`config.mk`:
```
export PLATFORM = sky130hd
export DESIGN_NAME = keypad_scan_release_detect_flat
export DESIGN_NICKNAME = d
export VERILOG_FILES = /design/src/kpsr_pkg.sv /design/src/kpsr_if.sv /design/src/kpsr_in_stage.sv /design/src/kpsr_encode.sv /design/src/kpsr_core.sv /design/src/keypad_scan_release_detect.sv /design/src/flat_wrapper.sv
export SDC_FILE = /design/constraint.sdc
export NUM_CORES = 1
export LEC_CHECK = 0
export BUFFER_PORTS_ARGS = -buffer_cell sky130_fd_sc_hd__buf_2
export CELL_PAD_IN_SITES_DETAIL_PLACEMENT = 0
export CELL_PAD_IN_SITES_GLOBAL_PLACEMENT = 1
export CORE_MARGIN = 10
export CORE_UTILIZATION = 30
export DETAILED_ROUTE_END_ITERATION = 6
export PLACE_DENSITY = 0.59
export SYNTH_ARGS = -nofsm -noshare
export SYNTH_HDL_FRONTEND = slang
export SYNTH_SLANG_ARGS = --single-unit
```
`constraint.sdc`:
```
create_clock -name clk -period 4.2 [get_ports clk]
set_input_delay 0.21 -clock clk [delete_from_list [all_inputs] [get_ports clk]]
set_output_delay 0.21 -clock clk [all_outputs]
set_load 0.02 [all_outputs]
```
`src/kpsr_pkg.sv`:
```
`timescale 1ns / 1ps
// ----------------------------------------------------------------------------
// kpsr_pkg
// Shared types and constants of the keypad scanner with release detection.
// ----------------------------------------------------------------------------
package kpsr_pkg;

  localparam int CMD_W      = 2;
  localparam int ROWS_W     = 16;
  localparam int DIRECT_W   = 4;
  localparam int CODE_W     = 5;
  localparam int PERIOD_W   = 8;

  localparam int ROWS_PER_COL        = 4;
  localparam int SNAP_COLS           = 4;
  localparam int MATRIX_COLS_DEFAULT = 4;

  localparam logic [CMD_W-1:0] CMD_MATRIX = 2'd0;
  localparam logic [CMD_W-1:0] CMD_DIRECT = 2'd1;
  localparam logic [CMD_W-1:0] CMD_READ   = 2'd2;

  localparam logic [CODE_W-1:0]   CODE_NONE    = 5'd0;
  localparam logic [CODE_W-1:0]   DIRECT_BASE  = 5'd17;
  localparam logic [PERIOD_W-1:0] PERIOD_RESET = 8'd20;

  typedef struct packed {
    logic [CMD_W-1:0]    command;
    logic [ROWS_W-1:0]   matrix_rows;
    logic [DIRECT_W-1:0] direct_keys;
  } item_t;

  typedef struct packed {
    logic  valid;
    item_t item;
  } stage_t;

endpackage

```
`src/kpsr_if.sv`:
```
`timescale 1ns / 1ps
// ----------------------------------------------------------------------------
// kpsr_if
// Valid/ready channels of the keypad scanner: request, result, configuration.
// ----------------------------------------------------------------------------
interface kpsr_in_if;
  logic                          valid;
  logic                          ready;
  logic [kpsr_pkg::CMD_W-1:0]    command;
  logic [kpsr_pkg::ROWS_W-1:0]   matrix_rows;
  logic [kpsr_pkg::DIRECT_W-1:0] direct_keys;

  modport source (output valid, command, matrix_rows, direct_keys, input ready);
  modport sink   (input valid, command, matrix_rows, direct_keys, output ready);
endinterface

interface kpsr_out_if;
  logic                        valid;
  logic                        ready;
  logic [kpsr_pkg::CODE_W-1:0] key_code;

  modport source (output valid, key_code, input ready);
  modport sink   (input valid, key_code, output ready);
endinterface

interface kpsr_cfg_if;
  logic                          valid;
  logic                          ready;
  logic [kpsr_pkg::PERIOD_W-1:0] data;

  modport source (output valid, data, input ready);
  modport sink   (input valid, data, output ready);
endinterface

```
`src/kpsr_in_stage.sv`:
```
`timescale 1ns / 1ps
// ----------------------------------------------------------------------------
// kpsr_in_stage
// Input register that holds one request until the core takes it.
// ----------------------------------------------------------------------------
module kpsr_in_stage (
  input  logic              clk,
  input  logic              rst_n,
  input  logic              in_valid,
  output logic              in_ready,
  input  kpsr_pkg::item_t   in_item,
  input  logic              advance,
  output kpsr_pkg::stage_t  stage
);

  logic            valid_r, valid_nxt;
  kpsr_pkg::item_t item_r, item_nxt;
  logic            load;

  assign in_ready = !valid_r || advance;
  assign load     = in_valid && in_ready;

  always_comb begin
    valid_nxt = valid_r;
    item_nxt  = item_r;
    if (load) begin
      valid_nxt = 1'b1;
      item_nxt  = in_item;
    end else if (advance) begin
      valid_nxt = 1'b0;
    end
  end

  always_ff @(posedge clk) begin
    if (!rst_n) begin
      valid_r <= 1'b0;
    end else begin
      valid_r <= valid_nxt;
    end
    item_r <= item_nxt;
  end

  assign stage.valid = valid_r;
  assign stage.item  = item_r;

endmodule

```
`src/kpsr_encode.sv`:
```
`timescale 1ns / 1ps
// ----------------------------------------------------------------------------
// kpsr_encode
// Priority encoders that turn a matrix snapshot or direct lines into a code.
// ----------------------------------------------------------------------------
module kpsr_encode #(
  parameter int MATRIX_COLS = kpsr_pkg::MATRIX_COLS_DEFAULT
) (
  input  logic [kpsr_pkg::ROWS_W-1:0]   matrix_rows,
  input  logic [kpsr_pkg::DIRECT_W-1:0] direct_keys,
  output logic [kpsr_pkg::CODE_W-1:0]   matrix_code,
  output logic [kpsr_pkg::CODE_W-1:0]   direct_code
);

  localparam int ACTIVE_COLS =
    (MATRIX_COLS < kpsr_pkg::SNAP_COLS) ? MATRIX_COLS : kpsr_pkg::SNAP_COLS;

  always_comb begin
    logic [kpsr_pkg::CODE_W-1:0] col_code;
    logic                        col_hit;
    matrix_code = kpsr_pkg::CODE_NONE;
    for (int c = 0; c < ACTIVE_COLS; c++) begin
      col_code = kpsr_pkg::CODE_NONE;
      col_hit  = 1'b0;
      for (int r = kpsr_pkg::ROWS_PER_COL - 1; r >= 0; r--) begin
        if (!matrix_rows[c * kpsr_pkg::ROWS_PER_COL + r]) begin
          col_code = kpsr_pkg::CODE_W'(c * kpsr_pkg::ROWS_PER_COL + r + 1);
          col_hit  = 1'b1;
        end
      end
      if (col_hit) begin
        matrix_code = col_code;
      end
    end
  end

  always_comb begin
    direct_code = kpsr_pkg::CODE_NONE;
    for (int k = kpsr_pkg::DIRECT_W - 1; k >= 0; k--) begin
      if (!direct_keys[k]) begin
        direct_code = kpsr_pkg::DIRECT_BASE + kpsr_pkg::CODE_W'(k);
      end
    end
  end

endmodule

```
`src/kpsr_core.sv`:
```
`timescale 1ns / 1ps
// ----------------------------------------------------------------------------
// kpsr_core
// Tick dividers, sample history, pending key and the result register.
// ----------------------------------------------------------------------------
module kpsr_core (
  input  logic                          clk,
  input  logic                          rst_n,
  input  kpsr_pkg::stage_t              stage,
  input  logic [kpsr_pkg::CODE_W-1:0]   matrix_code,
  input  logic [kpsr_pkg::CODE_W-1:0]   direct_code,
  output logic                          advance,
  input  logic                          cfg_valid,
  input  logic [kpsr_pkg::PERIOD_W-1:0] cfg_data,
  output logic                          out_valid,
  input  logic                          out_ready,
  output logic [kpsr_pkg::CODE_W-1:0]   out_key_code
);

  localparam int CW = kpsr_pkg::CODE_W;
  localparam int PW = kpsr_pkg::PERIOD_W;

  logic [PW-1:0] period_r, period_nxt;
  logic [PW-1:0] mdiv_r, mdiv_nxt, ddiv_r, ddiv_nxt;
  logic [CW-1:0] mcur_r, mcur_nxt, mprev_r, mprev_nxt;
  logic [CW-1:0] dcur_r, dcur_nxt, dprev_r, dprev_nxt;
  logic [CW-1:0] pend_r, pend_nxt;
  logic          oval_r, oval_nxt;
  logic [CW-1:0] okey_r, okey_nxt;

  logic          out_free;
  logic          is_read;
  logic [PW:0]   mdiv_inc, ddiv_inc;
  logic          mdue, ddue;

  assign is_read  = (stage.item.command == kpsr_pkg::CMD_READ);
  assign out_free = !oval_r || out_ready;
  assign advance  = stage.valid && (!is_read || out_free);

  assign mdiv_inc = {1'b0, mdiv_r} + (PW+1)'(1);
  assign ddiv_inc = {1'b0, ddiv_r} + (PW+1)'(1);
  assign mdue     = (mdiv_inc >= {1'b0, period_r});
  assign ddue     = (ddiv_inc >= {1'b0, period_r});

  always_comb begin
    period_nxt = cfg_valid ? cfg_data : period_r;
    mdiv_nxt   = mdiv_r;
    ddiv_nxt   = ddiv_r;
    mcur_nxt   = mcur_r;
    mprev_nxt  = mprev_r;
    dcur_nxt   = dcur_r;
    dprev_nxt  = dprev_r;
    pend_nxt   = pend_r;
    oval_nxt   = oval_r && !out_ready;
    okey_nxt   = okey_r;
    if (advance) begin
      case (stage.item.command)
        kpsr_pkg::CMD_MATRIX: begin
          mdiv_nxt = mdue ? '0 : mdiv_inc[PW-1:0];
          if (mdue) begin
            mprev_nxt = mcur_r;
            mcur_nxt  = matrix_code;
            if (matrix_code == kpsr_pkg::CODE_NONE && mcur_r != kpsr_pkg::CODE_NONE) begin
              pend_nxt = mcur_r;
            end
          end
        end
        kpsr_pkg::CMD_DIRECT: begin
          ddiv_nxt = ddue ? '0 : ddiv_inc[PW-1:0];
          if (ddue) begin
            dprev_nxt = dcur_r;
            dcur_nxt  = direct_code;
            if (direct_code == kpsr_pkg::CODE_NONE && dcur_r != kpsr_pkg::CODE_NONE) begin
              pend_nxt = dcur_r;
            end
          end
        end
        kpsr_pkg::CMD_READ: begin
          oval_nxt = 1'b1;
          okey_nxt = pend_r;
          pend_nxt = kpsr_pkg::CODE_NONE;
        end
        default: begin
        end
      endcase
    end
  end

  always_ff @(posedge clk) begin
    if (!rst_n) begin
      period_r <= kpsr_pkg::PERIOD_RESET;
      mdiv_r   <= '0;
      ddiv_r   <= '0;
      mcur_r   <= '0;
      mprev_r  <= '0;
      dcur_r   <= '0;
      dprev_r  <= '0;
      pend_r   <= '0;
      oval_r   <= 1'b0;
    end else begin
      period_r <= period_nxt;
      mdiv_r   <= mdiv_nxt;
      ddiv_r   <= ddiv_nxt;
      mcur_r   <= mcur_nxt;
      mprev_r  <= mprev_nxt;
      dcur_r   <= dcur_nxt;
      dprev_r  <= dprev_nxt;
      pend_r   <= pend_nxt;
      oval_r   <= oval_nxt;
    end
    okey_r <= okey_nxt;
  end

  assign out_valid    = oval_r;
  assign out_key_code = okey_r;

endmodule

```
`src/keypad_scan_release_detect.sv`:
```
`timescale 1ns / 1ps
// ----------------------------------------------------------------------------
// keypad_scan_release_detect
// Matrix and direct keypad scanner that reports the last released key.
// ----------------------------------------------------------------------------
// Every request is registered on input and completed from that register,
// so one request per clock is taken when the result side keeps up. Ticks
// produce no result; a read produces one key code through an output register,
// and a read waits in the input register only while that register is still
// full and not being taken. Configuration writes are accepted every cycle.
module keypad_scan_release_detect #(
  parameter int MATRIX_COLS = kpsr_pkg::MATRIX_COLS_DEFAULT
) (
  input  logic       clk,
  input  logic       rst_n,
  kpsr_in_if.sink    in_ch,
  kpsr_out_if.source out_ch,
  kpsr_cfg_if.sink   cfg_ch
);

  kpsr_pkg::item_t             in_item;
  kpsr_pkg::stage_t            stage;
  logic                        advance;
  logic [kpsr_pkg::CODE_W-1:0] matrix_code;
  logic [kpsr_pkg::CODE_W-1:0] direct_code;

  assign in_item.command     = in_ch.command;
  assign in_item.matrix_rows = in_ch.matrix_rows;
  assign in_item.direct_keys = in_ch.direct_keys;
  assign cfg_ch.ready        = 1'b1;

  kpsr_in_stage u_in_stage (
    .clk      (clk),
    .rst_n    (rst_n),
    .in_valid (in_ch.valid),
    .in_ready (in_ch.ready),
    .in_item  (in_item),
    .advance  (advance),
    .stage    (stage)
  );

  kpsr_encode #(
    .MATRIX_COLS (MATRIX_COLS)
  ) u_encode (
    .matrix_rows (stage.item.matrix_rows),
    .direct_keys (stage.item.direct_keys),
    .matrix_code (matrix_code),
    .direct_code (direct_code)
  );

  kpsr_core u_core (
    .clk          (clk),
    .rst_n        (rst_n),
    .stage        (stage),
    .matrix_code  (matrix_code),
    .direct_code  (direct_code),
    .advance      (advance),
    .cfg_valid    (cfg_ch.valid),
    .cfg_data     (cfg_ch.data),
    .out_valid    (out_ch.valid),
    .out_ready    (out_ch.ready),
    .out_key_code (out_ch.key_code)
  );

endmodule
```
`src/flat_wrapper.sv`:
```
// flat-port wrapper written by rule: the top's interface ports become plain ports
module keypad_scan_release_detect_flat 
#(
  parameter int MATRIX_COLS = kpsr_pkg::MATRIX_COLS_DEFAULT
)
  (clk, rst_n, in_ch_valid, in_ch_command, in_ch_matrix_rows, in_ch_direct_keys, in_ch_ready, out_ch_valid, out_ch_key_code, out_ch_ready, cfg_ch_valid, cfg_ch_data, cfg_ch_ready);
  kpsr_in_if in_ch_i ();
  kpsr_out_if out_ch_i ();
  kpsr_cfg_if cfg_ch_i ();
  input  logic clk;
  input  logic rst_n;
  input wire logic [$bits(in_ch_i.valid)-1:0] in_ch_valid;
  input wire logic [$bits(in_ch_i.command)-1:0] in_ch_command;
  input wire logic [$bits(in_ch_i.matrix_rows)-1:0] in_ch_matrix_rows;
  input wire logic [$bits(in_ch_i.direct_keys)-1:0] in_ch_direct_keys;
  output wire logic [$bits(in_ch_i.ready)-1:0] in_ch_ready;
  output wire logic [$bits(out_ch_i.valid)-1:0] out_ch_valid;
  output wire logic [$bits(out_ch_i.key_code)-1:0] out_ch_key_code;
  input wire logic [$bits(out_ch_i.ready)-1:0] out_ch_ready;
  input wire logic [$bits(cfg_ch_i.valid)-1:0] cfg_ch_valid;
  input wire logic [$bits(cfg_ch_i.data)-1:0] cfg_ch_data;
  output wire logic [$bits(cfg_ch_i.ready)-1:0] cfg_ch_ready;
  assign in_ch_i.valid = in_ch_valid;
  assign in_ch_i.command = in_ch_command;
  assign in_ch_i.matrix_rows = in_ch_matrix_rows;
  assign in_ch_i.direct_keys = in_ch_direct_keys;
  assign in_ch_ready = in_ch_i.ready;
  assign out_ch_valid = out_ch_i.valid;
  assign out_ch_key_code = out_ch_i.key_code;
  assign out_ch_i.ready = out_ch_ready;
  assign cfg_ch_i.valid = cfg_ch_valid;
  assign cfg_ch_i.data = cfg_ch_data;
  assign cfg_ch_ready = cfg_ch_i.ready;
  keypad_scan_release_detect #(.MATRIX_COLS(MATRIX_COLS)) u_core (.clk(clk), .rst_n(rst_n), .in_ch(in_ch_i), .out_ch(out_ch_i), .cfg_ch(cfg_ch_i));
endmodule
```
==> impl_metrics.py <==
metrics = {
    "drt": {
        "wire_per_inst_um": 13.3,
        "drt-initial-drc-count": 88,
        "routed_wl_um": 6960,
        "route.detailed.drc": 0,
        "detail-route-antenna-nets": 0,
        "first_pass_iters": 4,
        "viasPerCell": 4.64,
        "vias": 2429,
    },
    "cts": {
        "clockBufferDepth": 2,
        "clock_sinks": 67,
        "cts.htree.levels": 3,
        "tritoncts": "done",
        "clk_pin_slew_ps": 80,
        "cts_made_buffers": 9,
        "ctsResizeCount": 0,
        "root_buffer": "clkbuf_8",
        "clock_latency_ps": 350,
    },
    "global_routing": {
        "antenna_found_initial": 0,
        "grt_pass1_vias": 2435,
        "grt.overflow.total": 0,
        "global_route.usage.total_pct": 9.11,
        "grt_pass1_wl_um": 11900,
        "grt_max_degree": 23,
    },
    "sta": {
        "slew_violations": 0,
        "skew_ps": 14.0,
        "rsz0062_at_grt": "false",
        "hold_ws_ps": 31.1,
        "fin_setup_tns_ps": 0,
        "slew-limit-headroom_pct": 61.7,
        "worst_pin_slew_ps": 571,
        "hold_viol": 0,
        "fin_crit_ps": 2920,
        "setup_viol": 0,
        "post-route-period-util_pct": 69.6,
        "max_freq_mhz": 342,
    },
    "critical_path": {
        "critPathCaptureType": "register",
        "worstPathArrival_ps": 3200,
        "cp_max_fo": 7,
        "crit_type": "reg -> reg",
        "cp_cell_sequence": "and3_1 > nand3_1 > or2_2 > xnor2_1 > ha_1 > o211ai_1 > o211ai_1 > a21oi_1 > a21o_1 > nand2_1 > a21oi_1",
        "critical_path_required_ps": 4470,
        "slowest_delay_ps": 400,
        "startpoint_type": "register",
        "crit_slowest_cell": "dfxtp_1",
    },
    "logic_synthesis": {
        "yosys_warnings": 0,
        "synth_flop_cell": "dfxtp_1",
        "synth_seq_cells": 67,
        "syn_avg_cell_area_um2": 9.98,
        "synthCells": 332,
        "synth_area_um2": 3310,
        "synth_fp_nets": 389,
        "synth_cell_types": 50,
        "yosysSeqAreaShare_pct": 48.7,
        "synth-edff-count": 27,
        "async_reset_ff_share_pct": 0,
    },
    "power_and_ir_drop": {
        "peakVddDrop_mv": 0.154,
        "powerDensity_nw_per_um2": 351,
        "switching_share_pct": 25.4,
        "power_leakage_uw": 0.00158,
        "p_switching_uw": 347,
        "seqPwrFrac_pct": 52.1,
        "power_uw": 1370,
        "combPwrFrac_pct": 6.9,
        "p_int_uw": 1020,
        "power.share.clock_pct": 41.0,
    },
    "placement": {
        "placed_area_um2": 3670,
        "gp_congestion": 0.760,
        "place_hpwl_um": 5380,
        "port_buffers": 41,
    },
    "floorplanning": {
        "coreArea_um2": 10800,
        "fp.dieW_um": 125,
        "rows": 38,
        "start_util_pct": 30.6,
        "die_area_um2": 15600,
        "pin_count": 43,
        "dieHeight_um": 125,
    },
    "layout": {
        "synthToLayoutAreaGrowth_pct": 17.5,
        "mostFrequentLayoutCells": "41 x buf_2, 40 x nor2_1, 40 x dfxtp_1, 34 x nand2_1, 27 x edfxtp_1",
        "diodes": 0,
        "n_fill_cell": 1134,
        "final_common_cell": "buf_2",
        "final_nets": 435,
        "multi_input_area_um2": 1590,
        "utilization_pct": 35.9,
        "drive_gt1_share_pct": 18.3,
        "final-seq-area_um2": 1610,
        "postLayoutCellArea_um2": 3890,
    },
    "status": {
        "status": "finished, final reports clean",
    },
    "worst_hold_path": {
        "hold_class": "in -> reg",
    },
    "run": {
        "maxCapViolations": 0,
    },
}
==> area by class of cell <==
| cell class | count | share of cell area [%] |
|---|---|---|
| flip-flops and latches | 67 | 41.4 |
| multi-input cells | 235 | 40.8 |
| repair buffers | 44 | 5.98 |
| well taps | 140 | 4.50 |
| clock buffers | 9 | 3.18 |
| clock inverters | 7 | 2.06 |
| inverters | 21 | 2.03 |
==> state kept, by name, indices dropped and copies added (netlist names) <==
register / flops
u_core.u_core.period_r: 8
u_core.u_core.mdiv_r: 8
u_core.u_core.out_key_code: 5
u_core.u_core.ddiv_r: 8
u_core.u_core.out_valid: 1
u_core.u_core.pend_r: 5
u_core.u_in_stage.valid_r: 1
u_core.u_core.mcur_r: 5
u_core.u_core.dcur_r: 4
u_core.u_in_stage.stage: 22
==> timing repair <==
item,in CTS,in global routing
setup buffers,0,0
hold endpoints to repair,0,2
hold buffers,0,2
==> synth_stat cells, types with 3 or more instances <==
library cell,n,area share (%)
clkbuf_1,5,0.57
nor3_1,3,0.45
nor2_1,40,4.5
o211ai_1,4,0.91
dfxtp_1,40,24
edfxtp_1,27,24
ha_1,22,8.3
inv_1,20,2.3
xnor2_1,14,3.7
nand2b_1,3,0.57
a211oi_1,3,0.68
and3_1,5,0.94
xor2_1,11,2.9
nand3_1,19,2.9
a21oi_1,14,2.1
mux2i_1,15,4.5
nor2b_1,4,0.76
a31oi_1,3,0.57
o21ai_0,10,1.5
nand2_1,34,3.9
==> power groups by stage <==
stage	clock, uW	sequential [uW]	combinational, uW
floorplan	0	724	58.3
global placement	0	726	91.7
detailed placement	0	726	93.4
CTS	583	711	93.7
global route	613	714	107
finish	560	712	93.9
==> critical path: cells and delay by family (launching register included) <==
| kind | cells | cell delay (ps) |
|---|---|---|
| DFF | 1 | 400 |
| xor gates and xnor gates | 1 | 140 |
| AOI/OAI and AO/OA | 5 | 1090 |
| adders and majority gates | 1 | 310 |
| and+or+nand+nor | 4 | 930 |
==> final timing paths <==
path,startpoint,to,slack [ps],cells after the start
max reg2reg,u_core.u_core.ddiv_r[0],u_core.u_core.ddiv_r[1],1280,11
min,in_ch_matrix_rows[1],u_core.u_in_stage.stage[5],30,1
min reg2reg,u_core.u_core.pend_r[4],u_core.u_core.out_key_code[4],440,0
max,u_core.u_core.ddiv_r[0],u_core.u_core.ddiv_r[1],1280,11
==> routing by layer <==
metal	GRT usage [%]	share of wire (%)	wire (um)	vias to the layer above
met5	0	0	0	-
met4	4.07	1.9	129	0
met3	2.41	3.7	260	13
met2	13.8	45	3150	35
met1	11.9	49	3410	1132
li1	-	-	-	1249
==> stage by stage <==
step / std cells / worst slack [ps]
after floorplan: 332 / 1550
after global placement: 505 / 1220
after detailed placement: 505 / 1230
after CTS: 521 / 1210
after global routing: 523 / 951
final: 523 / 1280
==> cells by family after synthesis <==
logic type	Yosys count	share of synthesized area (%)
AO/OA/AOI/OAI	48	10.1
XOR/XNOR	25	6.61
adder cells (fa/ha/maj)	22	8.31
buffers and inverters	30	3.59
flip-flops	67	48.7
multiplexers	15	4.53
other	1	0.113
AND/OR/NAND/NOR	124	18.1
(Power assumes the default switching activity.)
